$ cat src/rtl/core/exlex_pkg.sv
// ----------------------------------------------------------------------------
// exlex_pkg
// Shared types and codes for the expression lexer with unary-minus detection.
// ----------------------------------------------------------------------------
package exlex_pkg;

    typedef enum logic [2:0] {
        MODE_IDLE   = 3'd0,
        MODE_NAME   = 3'd1,
        MODE_DOLLAR = 3'd2,
        MODE_VAR    = 3'd3,
        MODE_INT    = 3'd4,
        MODE_DOT    = 3'd5,
        MODE_FRAC   = 3'd6
    } lex_mode_t;

    typedef logic [3:0] char_class_t;
    typedef logic [1:0] err_code_t;

    localparam char_class_t CLS_SPACE    = 4'd0;
    localparam char_class_t CLS_NAME     = 4'd1;
    localparam char_class_t CLS_ASSIGN   = 4'd2;
    localparam char_class_t CLS_VAR      = 4'd3;
    localparam char_class_t CLS_NUM      = 4'd4;
    localparam char_class_t CLS_BINOP    = 4'd5;
    localparam char_class_t CLS_UMINUS   = 4'd6;
    localparam char_class_t CLS_OPEN     = 4'd7;
    localparam char_class_t CLS_CLOSE    = 4'd8;
    localparam char_class_t CLS_EQUALS   = 4'd9;

    localparam err_code_t ERR_NONE  = 2'd0;
    localparam err_code_t ERR_INPUT = 2'd1;
    localparam err_code_t ERR_UNARY = 2'd2;

    typedef struct packed {
        lex_mode_t mode;
        logic      unary_pos;
        logic      input_error;
        logic      unary_error;
    } lex_state_t;

    localparam lex_state_t LEX_STATE_RESET = '{
        mode:        MODE_IDLE,
        unary_pos:   1'b1,
        input_error: 1'b0,
        unary_error: 1'b0
    };

    typedef struct packed {
        char_class_t char_class;
        logic        token_start;
        err_code_t   error_code;
    } lex_result_t;

endpackage

$ cat src/rtl/core/expression_lexer_unary_minus.sv
// ----------------------------------------------------------------------------
// expression_lexer_unary_minus
// Streaming calculator-expression lexer: one result word per input character.
// ----------------------------------------------------------------------------
// Path: input register, then classifier, then result register.
// Throughput: 1 word per cycle unless the output stalls; the lexer state
// loop is one pass of the classifier between the input and result registers.
// Reset: rst_n clears valids and lexer state (idle, unary position set,
// no errors); state also returns to reset after each last character.
module expression_lexer_unary_minus
(
    input  logic       clk,
    input  logic       rst_n,

    input  logic       s_axis_tvalid,
    output logic       s_axis_tready,
    input  logic [7:0] s_axis_tdata,   // [7:0] ch
    input  logic       s_axis_tlast,   // last_char

    output logic       m_axis_tvalid,
    input  logic       m_axis_tready,
    output logic [7:0] m_axis_tdata,   // [3:0] char_class, [4] token_start,
                                       // [6:5] error_code, [7] zero
    output logic       m_axis_tlast    // end_flag
);
    import exlex_pkg::*;

    logic        in_valid_reg;
    logic        in_valid_next;
    logic [7:0]  in_ch_reg;
    logic        in_last_reg;

    logic        out_valid_reg;
    logic        out_valid_next;
    lex_result_t out_result_reg;
    logic        out_last_reg;

    lex_state_t  state_reg;
    lex_state_t  state_next;
    lex_result_t result;

    logic        in_take;
    logic        advance;

    assign advance       = in_valid_reg && (!out_valid_reg || m_axis_tready);
    assign s_axis_tready = !in_valid_reg || advance;
    assign in_take       = s_axis_tvalid && s_axis_tready;

    exlex_classify u_classify
    (
        .ch         (in_ch_reg),
        .last_char  (in_last_reg),
        .state      (state_reg),
        .result     (result),
        .state_next (state_next)
    );

    always_comb
    begin
        if (in_take)
            in_valid_next = 1'b1;
        else if (advance)
            in_valid_next = 1'b0;
        else
            in_valid_next = in_valid_reg;

        if (advance)
            out_valid_next = 1'b1;
        else if (m_axis_tready)
            out_valid_next = 1'b0;
        else
            out_valid_next = out_valid_reg;
    end

    always_ff @(posedge clk or negedge rst_n)
    begin
        if (!rst_n)
        begin
            in_valid_reg  <= 1'b0;
            out_valid_reg <= 1'b0;
            state_reg     <= LEX_STATE_RESET;
        end
        else
        begin
            in_valid_reg  <= in_valid_next;
            out_valid_reg <= out_valid_next;
            if (advance)
                state_reg <= state_next;
        end
    end

    always_ff @(posedge clk)
    begin
        if (in_take)
        begin
            in_ch_reg   <= s_axis_tdata;
            in_last_reg <= s_axis_tlast;
        end
        if (advance)
        begin
            out_result_reg <= result;
            out_last_reg   <= in_last_reg;
        end
    end

    assign m_axis_tvalid = out_valid_reg;
    assign m_axis_tdata  = {1'b0, out_result_reg.error_code, out_result_reg.token_start,
                            out_result_reg.char_class};
    assign m_axis_tlast  = out_last_reg;

endmodule

$ cat src/rtl/core/exlex_classify.sv
// ----------------------------------------------------------------------------
// exlex_classify
// Classifies one character against the current lexer state and returns the
// result word fields together with the following state.
// ----------------------------------------------------------------------------
module exlex_classify
(
    input  logic [7:0]              ch,
    input  logic                    last_char,
    input  exlex_pkg::lex_state_t   state,
    output exlex_pkg::lex_result_t  result,
    output exlex_pkg::lex_state_t   state_next
);
    import exlex_pkg::*;

    logic        is_letter;
    logic        is_digit;
    logic        fresh;
    char_class_t cls;
    logic        start;
    lex_state_t  upd;
    err_code_t   err;

    assign is_letter = ((ch >= 8'h61) && (ch <= 8'h7A)) || ((ch >= 8'h41) && (ch <= 8'h5A));
    assign is_digit  = (ch >= 8'h30) && (ch <= 8'h39);

    always_comb
    begin
        upd   = state;
        cls   = CLS_SPACE;
        start = 1'b0;
        fresh = 1'b0;

        unique case (state.mode)
            MODE_NAME:
            begin
                if (is_letter)
                begin
                    cls = CLS_NAME;
                end
                else if (ch == "=")
                begin
                    cls      = CLS_ASSIGN;
                    upd.mode = MODE_IDLE;
                end
                else
                begin
                    upd.input_error = 1'b1;
                    fresh           = 1'b1;
                end
            end
            MODE_DOLLAR:
            begin
                if (is_letter)
                begin
                    cls           = CLS_VAR;
                    upd.mode      = MODE_VAR;
                    upd.unary_pos = 1'b0;
                end
                else
                begin
                    upd.input_error = 1'b1;
                    fresh           = 1'b1;
                end
            end
            MODE_VAR:
            begin
                if (is_letter)
                    cls = CLS_VAR;
                else
                    fresh = 1'b1;
            end
            MODE_INT:
            begin
                if (is_digit)
                begin
                    cls = CLS_NUM;
                end
                else if (ch == ".")
                begin
                    cls      = CLS_NUM;
                    upd.mode = MODE_DOT;
                end
                else
                begin
                    fresh = 1'b1;
                end
            end
            MODE_DOT:
            begin
                if (is_digit)
                begin
                    cls      = CLS_NUM;
                    upd.mode = MODE_FRAC;
                end
                else
                begin
                    upd.input_error = 1'b1;
                    fresh           = 1'b1;
                end
            end
            MODE_FRAC:
            begin
                if (is_digit)
                    cls = CLS_NUM;
                else
                    fresh = 1'b1;
            end
            default:
            begin
                fresh = 1'b1;
            end
        endcase

        if (fresh)
        begin
            upd.mode = MODE_IDLE;
            start    = 1'b1;
            if (is_letter)
            begin
                cls      = CLS_NAME;
                upd.mode = MODE_NAME;
            end
            else if (is_digit)
            begin
                cls           = CLS_NUM;
                upd.mode      = MODE_INT;
                upd.unary_pos = 1'b0;
            end
            else if (ch == "$")
            begin
                cls      = CLS_VAR;
                upd.mode = MODE_DOLLAR;
            end
            else if (ch == "-")
            begin
                if (upd.unary_pos)
                begin
                    cls = CLS_UMINUS;
                end
                else
                begin
                    cls           = CLS_BINOP;
                    upd.unary_pos = 1'b1;
                end
            end
            else if ((ch == "+") || (ch == "*") || (ch == "/") || (ch == "^"))
            begin
                cls = CLS_BINOP;
                if (upd.unary_pos)
                    upd.unary_error = 1'b1;
                upd.unary_pos = 1'b1;
            end
            else if (ch == "=")
            begin
                cls           = CLS_EQUALS;
                upd.unary_pos = 1'b0;
            end
            else if (ch == "(")
            begin
                cls = CLS_OPEN;
            end
            else if (ch == ")")
            begin
                cls           = CLS_CLOSE;
                upd.unary_pos = 1'b0;
            end
            else
            begin
                cls   = CLS_SPACE;
                start = 1'b0;
                if (ch != " ")
                    upd.input_error = 1'b1;
            end
        end

        // open name run, '$' or '.' at end of expression
        if (last_char && ((upd.mode == MODE_NAME) || (upd.mode == MODE_DOLLAR) ||
                          (upd.mode == MODE_DOT)))
            upd.input_error = 1'b1;

        if (upd.input_error)
            err = ERR_INPUT;
        else if (upd.unary_error)
            err = ERR_UNARY;
        else
            err = ERR_NONE;
    end

    assign result.char_class  = cls;
    assign result.token_start = start;
    assign result.error_code  = err;

    assign state_next = last_char ? LEX_STATE_RESET : upd;

endmodule

$ cat config.mk
export PLATFORM = sky130hd
export DESIGN_NAME = expression_lexer_unary_minus
export DESIGN_NICKNAME = d
export VERILOG_FILES = /design/src/rtl/core/exlex_pkg.sv /design/src/rtl/core/expression_lexer_unary_minus.sv /design/src/rtl/core/exlex_classify.sv
export SDC_FILE = /design/constraint.sdc
export NUM_CORES = 1
export LEC_CHECK = 0
export BUFFER_PORTS_ARGS = -buffer_cell sky130_fd_sc_hd__buf_2
export CAP_MARGIN = 10
export CORE_MARGIN = 4
export CORE_UTILIZATION = 25
export DETAILED_ROUTE_END_ITERATION = 6
export HOLD_SLACK_MARGIN = 0.08
export MAX_ROUTING_LAYER = met4
export PLACE_DENSITY = 0.41
export SLEW_MARGIN = 20
export SYNTH_ARGS = -nofsm -noshare
export SYNTH_HDL_FRONTEND = slang
export SYNTH_SLANG_ARGS = --single-unit
$ cat constraint.sdc
create_clock -name clk -period 2.4 [get_ports clk]
set_clock_uncertainty 0.05 [all_clocks]
set_input_delay 0.48 -clock clk [delete_from_list [all_inputs] [get_ports clk]]
set_output_delay 0.48 -clock clk [all_outputs]
set_load 0.02 [all_outputs]
==> impl_metrics.env, run 1 <==
export IMPL_status="complete, no violations"
export IMPL_cts_tree="yes"
export IMPL_clock_path_buffers=2
export IMPL_via_per_inst=5.078
export IMPL_drcViolationCount=0
export IMPL_die_h_um=85.76
export IMPL_hp_class="in -> reg"
export IMPL_maxCapViolCount=0
export IMPL_setup_violations_final=0
export IMPL_worst_slack_ps=55.27
export IMPL_max_freq_ghz=0.4265
export IMPL_power_density_mw_per_mm2=556.9
export IMPL_synth_avg_cell_area_um2=9.944
export IMPL_pin_count=24
export IMPL_crit_chain="or4_4 -> o22a_1 -> and2_4 -> o311a_4 -> buf_4 -> a21boi_4 -> a211oi_2"
export IMPL_p_leak_nw=0.7427
export IMPL_via_count=1366
export IMPL_die_w_um=85.76
export IMPL_start_kind="flip-flop"
export IMPL_synth_seq_cells=25
export IMPL_final_setup_tns_ps=0
export IMPL_num_fill_cells=620
export IMPL_dieArea_mm2=0.007354
export IMPL_slowest_delay_ps=540
export IMPL_required_ps=2370
export IMPL_pre_cts_ws_ps=6.387
export IMPL_synth_cells=152
export IMPL_synthSimpleGateAreaFrac_pct=22.76
export IMPL_overflow=0
export IMPL_synth_ff_type="edfxtp_1"
export IMPL_clock_root_buffer="clkbuf_8"
export IMPL_clkLatencyLatePin_ps=270
export IMPL_grt_max_degree=15
export IMPL_critPathTopFamily="compound AO/OA/AOI/OAI gates"
export IMPL_placed_cell_area_mm2=0.001798
export IMPL_synth_compound_area_share_pct=22.85
export IMPL_report_final_slew_viol_count=0
export IMPL_cts_max_level=1
export IMPL_drt_initial_drc_count=75
export IMPL_synthAdderAreaFrac_pct=0
export IMPL_rsz0062_at_grt="true"
export IMPL_globalplace_congestion=0.8741
export IMPL_drt_pass1_iterations=4
export IMPL_core_area_mm2=0.005886
export IMPL_min_from="s_axis_tdata[3]"
export IMPL_antenna_found_initial=0
export IMPL_min_period_over_period_pct=97.70
export IMPL_critPathMaxFanout=5
export IMPL_wl_per_cell_um=14.00
export IMPL_grt_pass1_vias=1265
export IMPL_syn_area_mm2=0.001511
export IMPL_dp_hpwl_um=2970
export IMPL_regToRegStartpoint="in_ch_reg[0]"
export IMPL_synth_seq_area_share_pct=47.10
export IMPL_initial_utilization_pct=25.68
export IMPL_worst_path_max_delay_cell="or4_4"
export IMPL_numCtsBuffers=3
export IMPL_drive_above_1_share_pct=32.99
export IMPL_ir_drop_mv=0.2582
export IMPL_grt_first_pass_wirelength_um=6009
export IMPL_synth_edf_count=17
export IMPL_syn_nets=165
export IMPL_worstMarginPinSlew_ps=538.5
export IMPL_relSlewSlack_pct=63.80
export IMPL_ant_nets=0
export IMPL_crit_arrival_ps=2310
export IMPL_hold_viol_final=0
export IMPL_grt_use_total_pct=10.60
export IMPL_clk_pin_slew_ps=90
export IMPL_diodes=0
export IMPL_wirelength_um=3766
export IMPL_final_common_cell="buf_4"
export IMPL_async_reset_ff_share_pct=32.00
export IMPL_ys_warn_count=0
export IMPL_layout_common_cells="23 x buf_4, 22 x buf_2, 17 x edfxtp_1"
export IMPL_largest_reg_flops=8
export IMPL_fin_area_mm2=0.001969
export IMPL_layout_nets=208
export IMPL_rows=28
export IMPL_end_kind="flip-flop"
export IMPL_cts_sink_count=25
export IMPL_synth_cell_types=53
export IMPL_worstSetupPathType="reg -> reg"
export IMPL_synth_top_family_by_area="compound AO/OA/AOI/OAI gates"
export IMPL_min_period_ps=2345
export IMPL_synthMuxAreaShare_pct=1.987
export IMPL_cp_num_buf_inv=1
export IMPL_io_buffers=22
export IMPL_syn2layout_area_growth_pct=30.30
export IMPL_final_util_pct=33.46
export IMPL_synthXorXnorAreaFrac_pct=0.5795
export IMPL_startpoint="in_ch_reg[0]"
-- report_power, final --
group | internal [mW] | switching, mW | total, mW
clock | 0.116 | 0.135 | 0.252
sequential | 0.504 | 0.0223 | 0.527
combinational | 0.146 | 0.172 | 0.318
-- timing repair --
action / 4_1_cts / 5_1_grt
setup buffers: 0 / 7
hold buffers: 1 / 0
setup endpoints to repair: 1 / 6
gates resized for setup: 0 / 11
endpoints found under the hold margin: 7 / 0
gates cloned: 0 / 0
pin swaps: 1 / 9
-- final timing paths --
path	end	slack (ps)	cells past startpoint
worst max-delay path	m_axis_tdata[6]	60	7
worst min-delay path	in_ch_reg[3]	330	1
worst max register to register	m_axis_tdata[6]	60	7
worst min register to register	m_axis_tvalid	460	1
max in group asynchronous	state_reg[2]	1540	2
min in group asynchronous	state_reg[0]	520	2
-- synth_stat cells (all sizes together), types with 2 or more instances --
cell type  count  area, um2
nor2          11      41.29
dfrtp          7      175.2
buf            5      33.78
o22a           2      17.52
mux2i          3      30.03
or3            2      12.51
nor3           7      35.03
inv            4      15.01
a31oi          3      25.02
or4            2      15.01
o31ai          5      37.54
nor2b          4      25.02
nor4bb         2      20.02
edfxtp        17      510.5
a22o           3      26.28
a21o           3      22.52
and2           3      21.27
nand3          2      10.01
nand4b         2      17.52
nand2         10      37.54
clkbuf         5      18.77
o22ai          3      18.77
o21ai          6      30.02
a21oi          9      45.04
o211ai         3      27.52
a211oi         2      15.01
nand2b         7      43.79
-- cell families (layout without fill, tap and decap cells) --
group,Yosys count,after routing
and+or+nand+nor,60,60
AOI/OAI and AO/OA,48,48
DFF,25,25
buffers and inverters,14,56
muxes,3,3
other,1,1
xor gates and xnor gates,1,1
-- area by class of cell --
cell class,instances,area (um2),area share (%)
Clock buffer,3,41.29,2.097
Timing Repair Buffer,48,315.3,16.01
Multi-Input combinational cell,113,787.0,39.96
Tap cell,75,93.84,4.765
Inverter,4,15.01,0.7624
Sequential cell,25,711.9,36.15
Clock inverter,1,5.005,0.2541
-- metrics by stage --
| step | total power [mW] | hold slack, ps | std cells |
|---|---|---|---|
| after floorplan | 0.7183 | 134.4 | 152 |
| after global placement | 0.8160 | 282.4 | 257 |
| after detailed placement | 0.8160 | 285.1 | 257 |
| after CTS | 1.077 | 317.9 | 262 |
| after global routing | 1.160 | 309.6 | 269 |
| final | 1.097 | 327.2 | 269 |
-- metal layers --
| metal | GRT usage, % | wire [um] |
|---|---|---|
| met1 | 12.56 | 1672 |
| met2 | 17.58 | 1774 |
| met3 | 2.113 | 217 |
| met4 | 4.317 | 100 |
| met5 | - | 0 |
No activity file was read; power rests on OpenSTA's default activity.
==> run 2: changes to the inputs <==
--- a/config.mk
+++ b/config.mk
@@ -8,11 +8,11 @@
 export BUFFER_PORTS_ARGS = -buffer_cell sky130_fd_sc_hd__buf_2
 export CAP_MARGIN = 10
 export CORE_MARGIN = 4
-export CORE_UTILIZATION = 25
+export CORE_UTILIZATION = 45
 export DETAILED_ROUTE_END_ITERATION = 6
 export HOLD_SLACK_MARGIN = 0.08
 export MAX_ROUTING_LAYER = met4
-export PLACE_DENSITY = 0.41
+export PLACE_DENSITY = 0.66
 export SLEW_MARGIN = 20
 export SYNTH_ARGS = -nofsm -noshare
 export SYNTH_HDL_FRONTEND = slang
==> impl_metrics.env, run 2 (synthesis results as in run 1) <==
export IMPL_start_kind="flip-flop"
export IMPL_worstSetupPathType="reg -> reg"
export IMPL_final_common_cell="buf_2"
export IMPL_startpoint="in_ch_reg[1]"
export IMPL_min_period_over_period_pct=96.41
export IMPL_clock_path_buffers=2
export IMPL_r2r_slack_ps=90
export IMPL_crit_arrival_ps=2350
export IMPL_numCtsBuffers=3
export IMPL_maxCapViolCount=0
export IMPL_globalplace_congestion=1.010
export IMPL_ant_nets=0
export IMPL_cts_max_level=1
export IMPL_holdPathEnd="in_last_reg"
export IMPL_worst_path_max_delay_cell="or4_1"
export IMPL_layout_common_cells="22 x buf_2, 17 x edfxtp_1, 15 x buf_4"
export IMPL_ir_drop_mv=0.2409
export IMPL_status="complete, no violations"
export IMPL_drcViolationCount=0
export IMPL_r2r_cells=6
export IMPL_wl_per_cell_um=14.23
export IMPL_core_area_mm2=0.003128
export IMPL_overflow=0
export IMPL_via_per_inst=5.715
export IMPL_critPathTopFamily="compound AO/OA/AOI/OAI gates"
export IMPL_clock_root_buffer="clkbuf_4"
export IMPL_slowest_delay_ps=550
export IMPL_initial_utilization_pct=48.32
export IMPL_grtUsageMet2_pct=25.53
export IMPL_rsz0062_at_grt="false"
export IMPL_dp_hpwl_um=2507
export IMPL_rows=20
export IMPL_die_w_um=65.96
export IMPL_cp_num_buf_inv=0
export IMPL_cts_tree="yes"
export IMPL_dieArea_mm2=0.004350
export IMPL_regToRegStartpoint="in_ch_reg[1]"
export IMPL_post_cts_buffers=0
export IMPL_end_kind="flip-flop"
export IMPL_io_buffers=22
export IMPL_cts_sink_count=25
export IMPL_p_leak_nw=0.6785
export IMPL_max_freq_ghz=0.4322
export IMPL_diodes=0
export IMPL_report_final_slew_viol_count=0
export IMPL_crit_chain="or4_1 -> o22a_1 -> and2_4 -> o311a_4 -> o211ai_2 -> a211oi_1"
export IMPL_worst_slack_ps=86.24
export IMPL_min_period_ps=2314
export IMPL_grt_use_total_pct=16.76
export IMPL_final_setup_tns_ps=0
export IMPL_use_met3_pct=3.061
export IMPL_busiest_layer="met2"
export IMPL_setup_violations_final=0
export IMPL_via_count=1303
export IMPL_die_h_um=65.96
export IMPL_power_density_mw_per_mm2=551.6
export IMPL_syn2layout_area_growth_pct=19.37
export IMPL_pin_count=24
export IMPL_drt_pass1_iterations=4
export IMPL_pre_cts_ws_ps=21.18
export IMPL_required_ps=2440
export IMPL_worstReg2RegEnd="m_axis_tdata[6]"
export IMPL_critPathMaxFanout=8
export IMPL_grt_max_degree=15
export IMPL_grt_pass1_vias=1230
export IMPL_hold_viol_final=0
export IMPL_largest_reg_flops=8
export IMPL_drive_above_1_share_pct=27.72
export IMPL_grt_first_pass_wirelength_um=5513
export IMPL_hp_class="in -> reg"
export IMPL_antenna_found_initial=0
export IMPL_drt_initial_drc_count=57
export IMPL_wirelength_um=3245
export IMPL_min_from="s_axis_tlast"
export IMPL_layout_nets=198
export IMPL_whs_path_depth=1
export IMPL_clkLatencyLatePin_ps=330
export IMPL_clk_pin_slew_ps=130
export IMPL_grt_util_met1_pct=21.44
## run 2: cell types whose count changed in the layout (fill, tap and decap cells not counted), sizes merged
cell,before,now
buf,47,37
## run 2: worst max path at each step
stage | to | cells past startpoint
6_report | m_axis_tdata[6] | 6
5_1_grt | m_axis_tdata[6] | 7
4_1_cts | m_axis_tdata[6] | 8
3_5_place_dp | m_axis_tdata[6] | 6
3_3_place_gp | m_axis_tdata[2] | 6
2_1_floorplan | m_axis_tdata[6] | 7
## run 2: report_power, final
group,internal (mW),switching (mW)
sequential,0.504,0.0206
combinational,0.123,0.158
clock,0.0627,0.127
total,0.690,0.305
## run 2: worst reg2reg max path: stages, from the launching register on
cell      delay, ps
edfxtp_1        410
or4_1           550
o22a_1          220
and2_4          170
o311a_4         410
o211ai_2        200
a211oi_1         70
## run 2: cell type report
cell class | count | area [um2]
clock buffer | 3 | 22.52
clock inverter | 1 | 5.005
fill | 295 | 1324
inverter | 4 | 15.01
multi-input combinational | 113 | 762.0
sequential | 25 | 711.9
tap | 44 | 55.05
timing repair buffer | 38 | 232.7
## run 2: layer usage
layer | vias up | wire length (um)
met2 | 54 | 1526
li1 | 644 | -
met5 | - | 0
met1 | 594 | 1383
met4 | 0 | 101
met3 | 11 | 233
## run 2: metrics by stage
stage	instances	power [mW]	util (%)	instance area (um2)	hold slack (ps)
floorplan	152	0.7183	-	1511	134.4
global placement	223	0.7936	55.52	1737	276.4
detailed placement	223	0.7972	55.52	1737	278.2
CTS	228	0.9923	57.08	1785	259.6
global route	228	1.053	57.68	1804	247.2
finish	228	0.9952	57.68	1804	266.0
## run 2: repair_timing
action / CTS / global route
hold buffers: 1 / 0
hold endpoints to repair: 7 / 0
setup endpoints to repair: 2 / 3
gates cloned: 0 / 0
gates resized for setup: 1 / 3
